## src/rtl/ftla_pkg.sv

```systemverilog
// Shared types and codes for the exact-match flow table.
package ftla_pkg;

	// Default geometry
	localparam int TABLE_DEPTH_DEF   = 256;
	localparam int KEY_HIGH_BITS_DEF = 40;
	localparam int KEY_LOW_BITS      = 64;
	localparam int CFG_W             = 9;
	localparam logic [CFG_W-1:0] TABLE_LIMIT_RST = 9'd256;

	// Request modes
	localparam logic [1:0] MODE_LOOKUP = 2'd0;
	localparam logic [1:0] MODE_ALLOC  = 2'd1;
	localparam logic [1:0] MODE_DELETE = 2'd2;

	// Result status codes
	localparam logic [2:0] ST_HIT      = 3'd0;
	localparam logic [2:0] ST_NEW      = 3'd1;
	localparam logic [2:0] ST_MISS     = 3'd2;
	localparam logic [2:0] ST_FULL     = 3'd3;
	localparam logic [2:0] ST_DELETED  = 3'd4;
	localparam logic [2:0] ST_DEL_MISS = 3'd5;

	// Per-cell control from the sequencer
	typedef struct packed {
		logic cmp;   // capture compare result
		logic wr;    // store the presented key and mark valid
		logic del;   // clear valid where the last compare hit
	} ftla_cell_ctrl_t;

endpackage

```

## src/rtl/ftla_cell.sv

```systemverilog
// One slot of the flow table: stored key, valid bit and compare.
module ftla_cell #(
	parameter int KEY_HIGH_BITS = ftla_pkg::KEY_HIGH_BITS_DEF
) (
	input  logic                                  clk,
	input  logic                                  arst_n,
	input  ftla_pkg::ftla_cell_ctrl_t             ctrl,
	input  logic [ftla_pkg::KEY_LOW_BITS-1:0]     key_low,
	input  logic [KEY_HIGH_BITS-1:0]              key_high,
	output logic                                  hit
);
	import ftla_pkg::*;

	logic [KEY_LOW_BITS-1:0]  key_low_q;
	logic [KEY_HIGH_BITS-1:0] key_high_q;
	logic                     valid_q;
	logic                     hit_q;

	always_ff @(posedge clk) begin
		if (ctrl.wr) begin
			key_low_q  <= key_low;
			key_high_q <= key_high;
		end
	end

	always_ff @(posedge clk or negedge arst_n) begin
		if (!arst_n) begin
			valid_q <= 1'b0;
			hit_q   <= 1'b0;
		end else begin
			if (ctrl.wr) begin
				valid_q <= 1'b1;
			end else if (ctrl.del && hit_q) begin
				valid_q <= 1'b0;
			end
			if (ctrl.cmp) begin
				hit_q <= valid_q && (key_low_q == key_low) && (key_high_q == key_high);
			end
		end
	end

	assign hit = hit_q;

endmodule

```

## config.mk

```make
export PLATFORM = sky130hd
export DESIGN_NAME = ftla_cell
export DESIGN_NICKNAME = d
export VERILOG_FILES = /design/src/rtl/ftla_pkg.sv /design/src/rtl/ftla_cell.sv
export SDC_FILE = /design/constraint.sdc
export NUM_CORES = 1
export LEC_CHECK = 0
export CORE_ASPECT_RATIO = 1.5
export CORE_MARGIN = 1.5
export CORE_UTILIZATION = 41
export CTS_CLUSTER_DIAMETER = 150
export DETAILED_ROUTE_END_ITERATION = 8
export DONT_BUFFER_PORTS = 1
export PLACE_DENSITY = 0.53
export SKIP_LAST_GASP = 1
export SYNTH_ARGS = -nofsm -noshare
export SYNTH_HDL_FRONTEND = slang
export SYNTH_SLANG_ARGS = --single-unit
```

## constraint.sdc

```tcl
create_clock -name clk -period 3.9 [get_ports clk]
set_input_delay 1.17 -clock clk [delete_from_list [all_inputs] [get_ports clk]]
set_output_delay 1.17 -clock clk [all_outputs]
set_load 0.02 [all_outputs]
```

==> results of run 1 <==
worst reg2reg max path: cells and delay by family, from the launching register on:
| family | cells | cell delay (ps) |
|---|---|---|
| and+or+nand+nor | 3 | 880 |
| DFF | 1 | 390 |
| AOI/OAI and AO/OA | 1 | 190 |
| xor gates and xnor gates | 1 | 160 |
synth_stat cells:
master     count
a2bb2oi_1      1
o22ai_1       11
nand2_1        1
a221oi_2       1
nor2_1         2
edfxtp_1     104
o2bb2ai_1      5
dfrtp_1        2
o2111ai_1      1
or2b_1         1
a21o_1         1
and3_1         1
nor4_2         4
a221oi_1       4
xnor2_1       30
nand2b_1       3
nand4_1       11
inv_1         32
nand3_1        4
a22oi_1        1
nor4_1        13
a22o_1         7
nor3_1         2
xor2_1        42
metal layers:
metal  track usage  up-vias  wire length (µm)
met5             0        -                 0
met4       0.05515        0               120
met3       0.06910        7               785
met2        0.2551       71              4350
met1        0.1558     1095              3022
li1              -     1084                 -
registers in the layout (all words and copies together) (netlist names):
signal / flops
key_high_q: 40
hit: 1
valid_q: 1
key_low_q: 64
area by class of cell:
type | count | area, µm²
fillers | 946 | 5669
flip-flops and latches | 106 | 3173
multi-input cells | 146 | 1161
clock buffers | 10 | 229.0
well taps | 144 | 180.2
inverters | 32 | 120.1
clock inverters | 6 | 57.56
cell usage in the layout, fill, tap and decap left out, types with 2 or more instances in the layout:
cell type	instances
a221oi_1	4
a22o_1	7
clkbuf_16	9
clkinv_1	3
dfrtp_1	2
edfxtp_1	104
inv_1	32
nand2b_1	3
nand3_1	4
nand4_1	11
nor2_1	2
nor3_1	2
nor4_1	13
nor4_2	4
o22ai_1	11
o2bb2ai_1	5
xnor2_1	30
xor2_1	42
power groups by stage:
stage / Clock [mW] / Combinational, mW / Sequential, mW
after floorplan: 0 / 0.117 / 1.40
after global placement: 0 / 0.139 / 1.41
after detailed placement: 0 / 0.139 / 1.41
after CTS: 0.903 / 0.141 / 1.39
after global routing: 0.943 / 0.154 / 1.40
final: 0.874 / 0.136 / 1.39
final timing paths:
path	start	endpoint	slack, ps	depth (start not counted)
worst min-delay path	valid_q	valid_q	500	1
worst max-delay path	key_high[34]	hit	1770	6
max in group asynchronous	arst_n	hit	3310	0
worst min register to register	valid_q	valid_q	500	1
min in group asynchronous	arst_n	valid_q	520	0
worst max register to register	key_low_q[50]	hit	2210	5
per-stage QoR:
stage	power, mW	cells
after global placement	1.549	428
after global routing	2.493	444
final	2.397	444
after detailed placement	1.553	428
after floorplan	1.521	284
after CTS	2.432	444
logic make-up (layout without fill, tap and decap cells):
family / after synthesis / in the layout / share of synthesized area
AOI/OAI and AO/OA: 32 / 32 / 0.05759
xor gates and xnor gates: 72 / 72 / 0.1416
buffers and inverters: 32 / 48 / 0.02697
DFF: 106 / 106 / 0.7124
and+or+nand+nor: 42 / 42 / 0.06152
==> results.md, run 1 <==
- Outcome: completed
- Crit share post-route: 0.5452
- Global-route wire length before repair: 12.36 mm
- Setup Buffers After CTS: 0
- Max-slew headroom: 0.7176
- Critical Path Max Stage Delay: 310 ps
- Number of buffers created by CTS: 9
- Worst Setup Path Type: input port to flop
- Yosys cell types: 24
- # rows: 46
- Worst EP required: 4170 ps
- HP Class: flop to flop
- CTS Hold Bufs: 0
- Post-layout util: 0.4647
- Hold slack final: 498.3 ps
- Endpoints failing setup: 0
- FMAX: 470.3 MHz
- Total gr overflow: 0
- Resize count post-CTS: 0
- Yosys reg bits: 106
- Comb power frac: 0.057
- Layout cells sized above 1: 0.05667
- IO Count: 110
- Synthesized Nets: 393
- Wirelength per Cell: 18.65 µm
- Cell Int Power: 1.920 mW
- Die width: 88.11 µm
- Place WS: 1370 ps
- PwrDens: 487.1 mW/mm²
- Maxcap violations: 0
- IO buf count: 0
- Routed via count: 2257
- Leakage: 1.696 nW
- DPL Wire Length: 6.135 mm
- Crit path time final: 2126 ps
- Post-route antenna net violation count: 0
- WP data arrival: 2400 ps
- Drt first pass iters: 4
- Max IR drop VDD: 0.2139 mV
- Cell area after layout: 0.004921 mm²
- DRC: 0
- Max Transition Viols Final: 0
- CTS tree: done
- Gpl congestion: 0.7516
- Clock network power share: 0.365
- Nets: 404
- Die area: 0.01151 mm²
- Initial Utilization: 0.4206
- Clk slew on worst S/H paths: 70 ps
- Post-synth design cell area: 0.004454 mm²
- Hold Fails Final Rpt: 0
- Antenna diode count: 0
- Synth area leaders: edfxtp_1, xor2_1, xnor2_1
- Average size of a mapped cell: 15.68 µm²
- Core Area: 0.01059 mm²
- CP Max Fanout: 2
- Iter 0 DRT Violations: 129
- Maximum clock path buffer count: 2
- Total track usage: 0.1477
- Final wirelength: 8.279 mm
- Sw Ratio: 0.1988
- Htree depth: 3
- Post-synthesis cell count: 284
- Measured slew at the worst slew-check pin: 419.7 ps
- Root buf cell: clkbuf_16
- Initial antenna violation count: 0
- RSZ-0062 raised after global routing: no
- Synth Warn #: 0
- Layout area overhead: 10.48%
- Worst-Skew Late Latency: 340 ps
- Pin count of the biggest net entering global routing: 106
- Crit-path leading delay family: simple AND/OR/NAND/NOR gates
- Bufs and invs on worst path: 0
- Clk_skew: 6.198 ps
- Endpoint class of the critical path: flop
- Via density per instance: 5.083
- Sequential power share: 0.579
- Library cell with the largest summed area after synthesis: edfxtp_1
- CP startpoint kind: input port
- Via count of the first global-routing pass: 2488
- Final WS setup: 1774 ps
- Setup_tns: 0 ps
- Die Ht: 130.7 µm
- Placed cell area: 0.004634 mm²
- Top-area cell type share of the netlist area: 0.7011
- Crit-path cells: xor2_1 -> a221oi_1 -> and3_1 -> nand4_1 -> nor4_1 -> a22o_1
- Clock sinks: 106
- Sw power: 476.4 µW
- Register area share after synthesis: 0.7124
- CP max stage cell: a221oi_1
Note: power is estimated with default switching activity, not from simulation.
==> inputs of run 2 (changes only) <==
--- a/config.mk
+++ b/config.mk
@@ -5,6 +5,7 @@
 export SDC_FILE = /design/constraint.sdc
 export NUM_CORES = 1
 export LEC_CHECK = 0
+export ABC_AREA = 1
 export CORE_ASPECT_RATIO = 1.5
 export CORE_MARGIN = 1.5
 export CORE_UTILIZATION = 41
==> constraint.sdc (replaced) <==
create_clock -name clk -period 2.2 [get_ports clk]
set_input_delay 0.66 -clock clk [delete_from_list [all_inputs] [get_ports clk]]
set_output_delay 0.66 -clock clk [all_outputs]
set_load 0.02 [all_outputs]
==> run 2 against run 1 <==
- first-iteration DRC count is 7.8% lower
- via count is 56% higher
- worst setup slack worse by 1100 ps
- area after synthesis is 19% higher
- final area is 17% higher
- sequential share of layout area is 9.4 points lower
- sequential cell count stayed put
- critical path depth is 6 lower
- clock-buffer cell count stayed put
- core utilization is 0.62 points lower
- clock skew is 0.66 ps lower
- critical endpoint is now hit
- largest power group unchanged
==> results.md, run 2 <==
- Wirelength per Cell: 12.27 µm (-34%)
- Clk_skew: 5.540 ps (-0.6585 ps)
- Setup Buffers After CTS: 0 (unchanged)
- Antenna diode count: 0 (unchanged)
- Most common cell after layout, fill and taps aside: nand2_1
- Max-slew headroom: 0.8232 (+0.1055)
- CP Max Fanout: 3 (+1)
- Core Area: 0.01257 mm² (+19%)
- Measured slew at the worst slew-check pin: 265.3 ps (-154.5 ps)
- Hold slack final: 407.5 ps (-90.81 ps)
- Clk slew on worst S/H paths: 70 ps (about the same)
- Yosys cell types: 15 (-38%)
- Post-route antenna net violation count: 0 (unchanged)
- Total track usage: 0.1512 (+0.003477)
- Cell area after layout: 0.005766 mm² (+17%)
- Endpoints failing setup: 0 (unchanged)
- Routed via count: 3530 (+56%)
- Max IR drop VDD: 0.4907 mV (+130%)
- Top-area cell type share of the netlist area: 0.5894 (-0.1117)
- Die width: 95.82 µm (+8.8%)
- Crit path time final: 1489 ps
- Leakage: 2.903 nW (+71%)
- Maxcap violations: 0 (unchanged)
- Top FF cell, synth: edfxtp_1
- Yosys reg bits: 106 (unchanged)
- Cell Int Power: 3.306 mW (+72%)
- Placed cell area: 0.005494 mm² (+19%)
- CP startpoint kind: flop
- GRT met3 Usage: 0.05876 (-0.01033)
- Synthesized Nets: 749 (+91%)
- IO Count: 110 (unchanged)
- Initial antenna violation count: 0 (unchanged)
- Sequential power share: 0.578 (about the same)
- Maximum clock path buffer count: 2 (unchanged)
- HP Class: input port to flop
- RSZ-0062 raised after global routing: no
- Crit. path cell count: 0 (-6)
- Final wirelength: 9.961 mm (+20%)
- Regs by FF count: key_low_q: 64 flops, key_high_q: 40 flops
- CTS tree: done
- Layout area overhead: 8.808%
- Via density per instance: 4.347 (-14%)
- FMAX: 671.6 MHz
- # fillers: 1263 (+34%)
- Library cell with the largest summed area after synthesis: edfxtp_1
- IO buf count: 0 (unchanged)
- Total gr overflow: 0 (unchanged)
- Number of buffers created by CTS: 9 (unchanged)
- Layout cells sized above 1: 0.03049 (-0.02618)
- Worst EP required: 1540 ps (-2630 ps)
- Dpl cells: 796 (+86%)
- Synth Warn #: 0 (unchanged)
- Htree depth: 3 (unchanged)
- Synth area leaders: edfxtp_1, nand2_1, inv_1
- Worst Setup Path Type: flop to output port
- Register area share after synthesis: 0.5988 (-0.1135)
- Global routing's busiest layer: met2
- DRC: 0 (unchanged)
- Worst Reg-to-Reg Cells: 9 (+4)
- Hold Fails Final Rpt: 0 (unchanged)
- WP data arrival: 830 ps (-1570 ps)
- Clock network power share: 0.343 (-0.022)
- Die Ht: 142.2 µm (+8.9%)
- Resize count post-CTS: 0 (unchanged)
- Root buf cell: clkbuf_16
- Max reg flops: 64 (unchanged)
- Post-synthesis cell count: 640 (+130%)
- GR Layer Usage met1: 0.1573 (+0.001458)
- Iter 0 DRT Violations: 119 (-7.8%)
- Post-synth top cells: nand2_1, inv_1, edfxtp_1, nor2_1, xnor2_1
- Post-synth ARST share: 0.01887 (unchanged)
- Crit share post-route: 0.6768
- Max Transition Viols Final: 0 (unchanged)
- Post-synth design cell area: 0.005299 mm² (+19%)
- Average size of a mapped cell: 8.279 µm² (-47%)
- Global-route wire length before repair: 15.47 mm (+25%)
- Die area: 0.01363 mm² (+18%)
- Outcome: completed
- # rows: 50 (+8.7%)
- Top reg by flops: key_low_q
- DPL Wire Length: 7.414 mm (+21%)
- CTS Hold Bufs: 1 (+1)
- Comb power frac: 0.080 (+0.023)
- PwrDens: 739.7 mW/mm² (+52%)
- Sw power: 959.5 µW (+100%)
- GRT met2 Usage: 0.2687 (+0.01367)
- Pin count of the biggest net entering global routing: 106 (unchanged)
- Endpoint class of the critical path: output port
- Nets: 761 (+88%)
- Via count of the first global-routing pass: 3450 (+39%)
- WHS Path Cells: 0 (-1)
- Most frequent cell after synthesis: nand2_1
- Drt first pass iters: 4 (unchanged)
- Leading cell types in the layout, fill and taps excluded: nand2_1, inv_1, edfxtp_1, nor2_1, xnor2_1
- Non-Filler Instances: 812 (+83%)
- Clock sinks: 106 (unchanged)
- Initial Utilization: 0.4214 (+0.0007881)
- Gpl congestion: 0.7145 (-4.9%)
- Post-synth EDFFs: 104 (unchanged)
- Worst-Skew Late Latency: 340 ps (about the same)
- Sw Ratio: 0.2250 (+0.02619)
- Setup_tns: 0 ps (unchanged)
## run 2: power by group through the flow
stage	Combinational, mW	Clock (mW)	Sequential, mW
2_1_floorplan	0.289	0	2.49
3_3_place_gp	0.342	0	2.50
3_5_place_dp	0.346	0	2.51
4_1_cts	0.350	1.53	2.47
5_1_grt	0.413	1.59	2.48
6_report	0.340	1.46	2.46
## run 2: per-stage QoR
step / util / total power, mW / setup slack [ps]
5_1_grt: 0.4585 / 4.489 / 676.6
4_1_cts: 0.4585 / 4.341 / 695.8
2_1_floorplan: - / 2.780 / 831.2
3_5_place_dp: 0.4369 / 2.856 / 593.7
3_3_place_gp: 0.4369 / 2.844 / 594.9
6_report: 0.4585 / 4.265 / 711.1
## run 2: path summary, 6_finish.rpt
kind                                start        endpoint  slack [ps]
hold reg to reg                   valid_q         valid_q         500
max in group asynchronous          arst_n             hit        1520
setup reg to reg           key_high_q[13]             hit         890
hold / removal               key_high[17]  key_high_q[17]         410
min in group asynchronous          arst_n         valid_q         550
setup / recovery                      hit             hit         710
## run 2: cells by family (layout without fill, tap and decap cells)
kind of cell,Yosys count,in the layout,share of synthesized area
AND/OR/NAND/NOR,331,331,0.2380
buffers and inverters,168,184,0.1190
flip-flops,106,106,0.5988
AO/OA/AOI/OAI,21,21,0.02102
XOR/XNOR,14,14,0.02314
## run 2: final cells by class
type | count | area (µm²) | share of cell area
inverters | 168 | 630.6 | 0.1094
multi-input cells | 366 | 1495 | 0.2593
clock inverters | 5 | 32.53 | 0.005642
repair buffers | 1 | 10.01 | 0.001736
flip-flops and latches | 106 | 3173 | 0.5503
clock buffers | 10 | 229.0 | 0.03971
well taps | 156 | 195.2 | 0.03385
## run 2: layer usage
metal / vias to the layer above / wire length, µm
met4: 0 / 140
met2: 80 / 5088
met5: - / 0
met3: 9 / 841
li1: 1917 / -
met1: 1524 / 3891
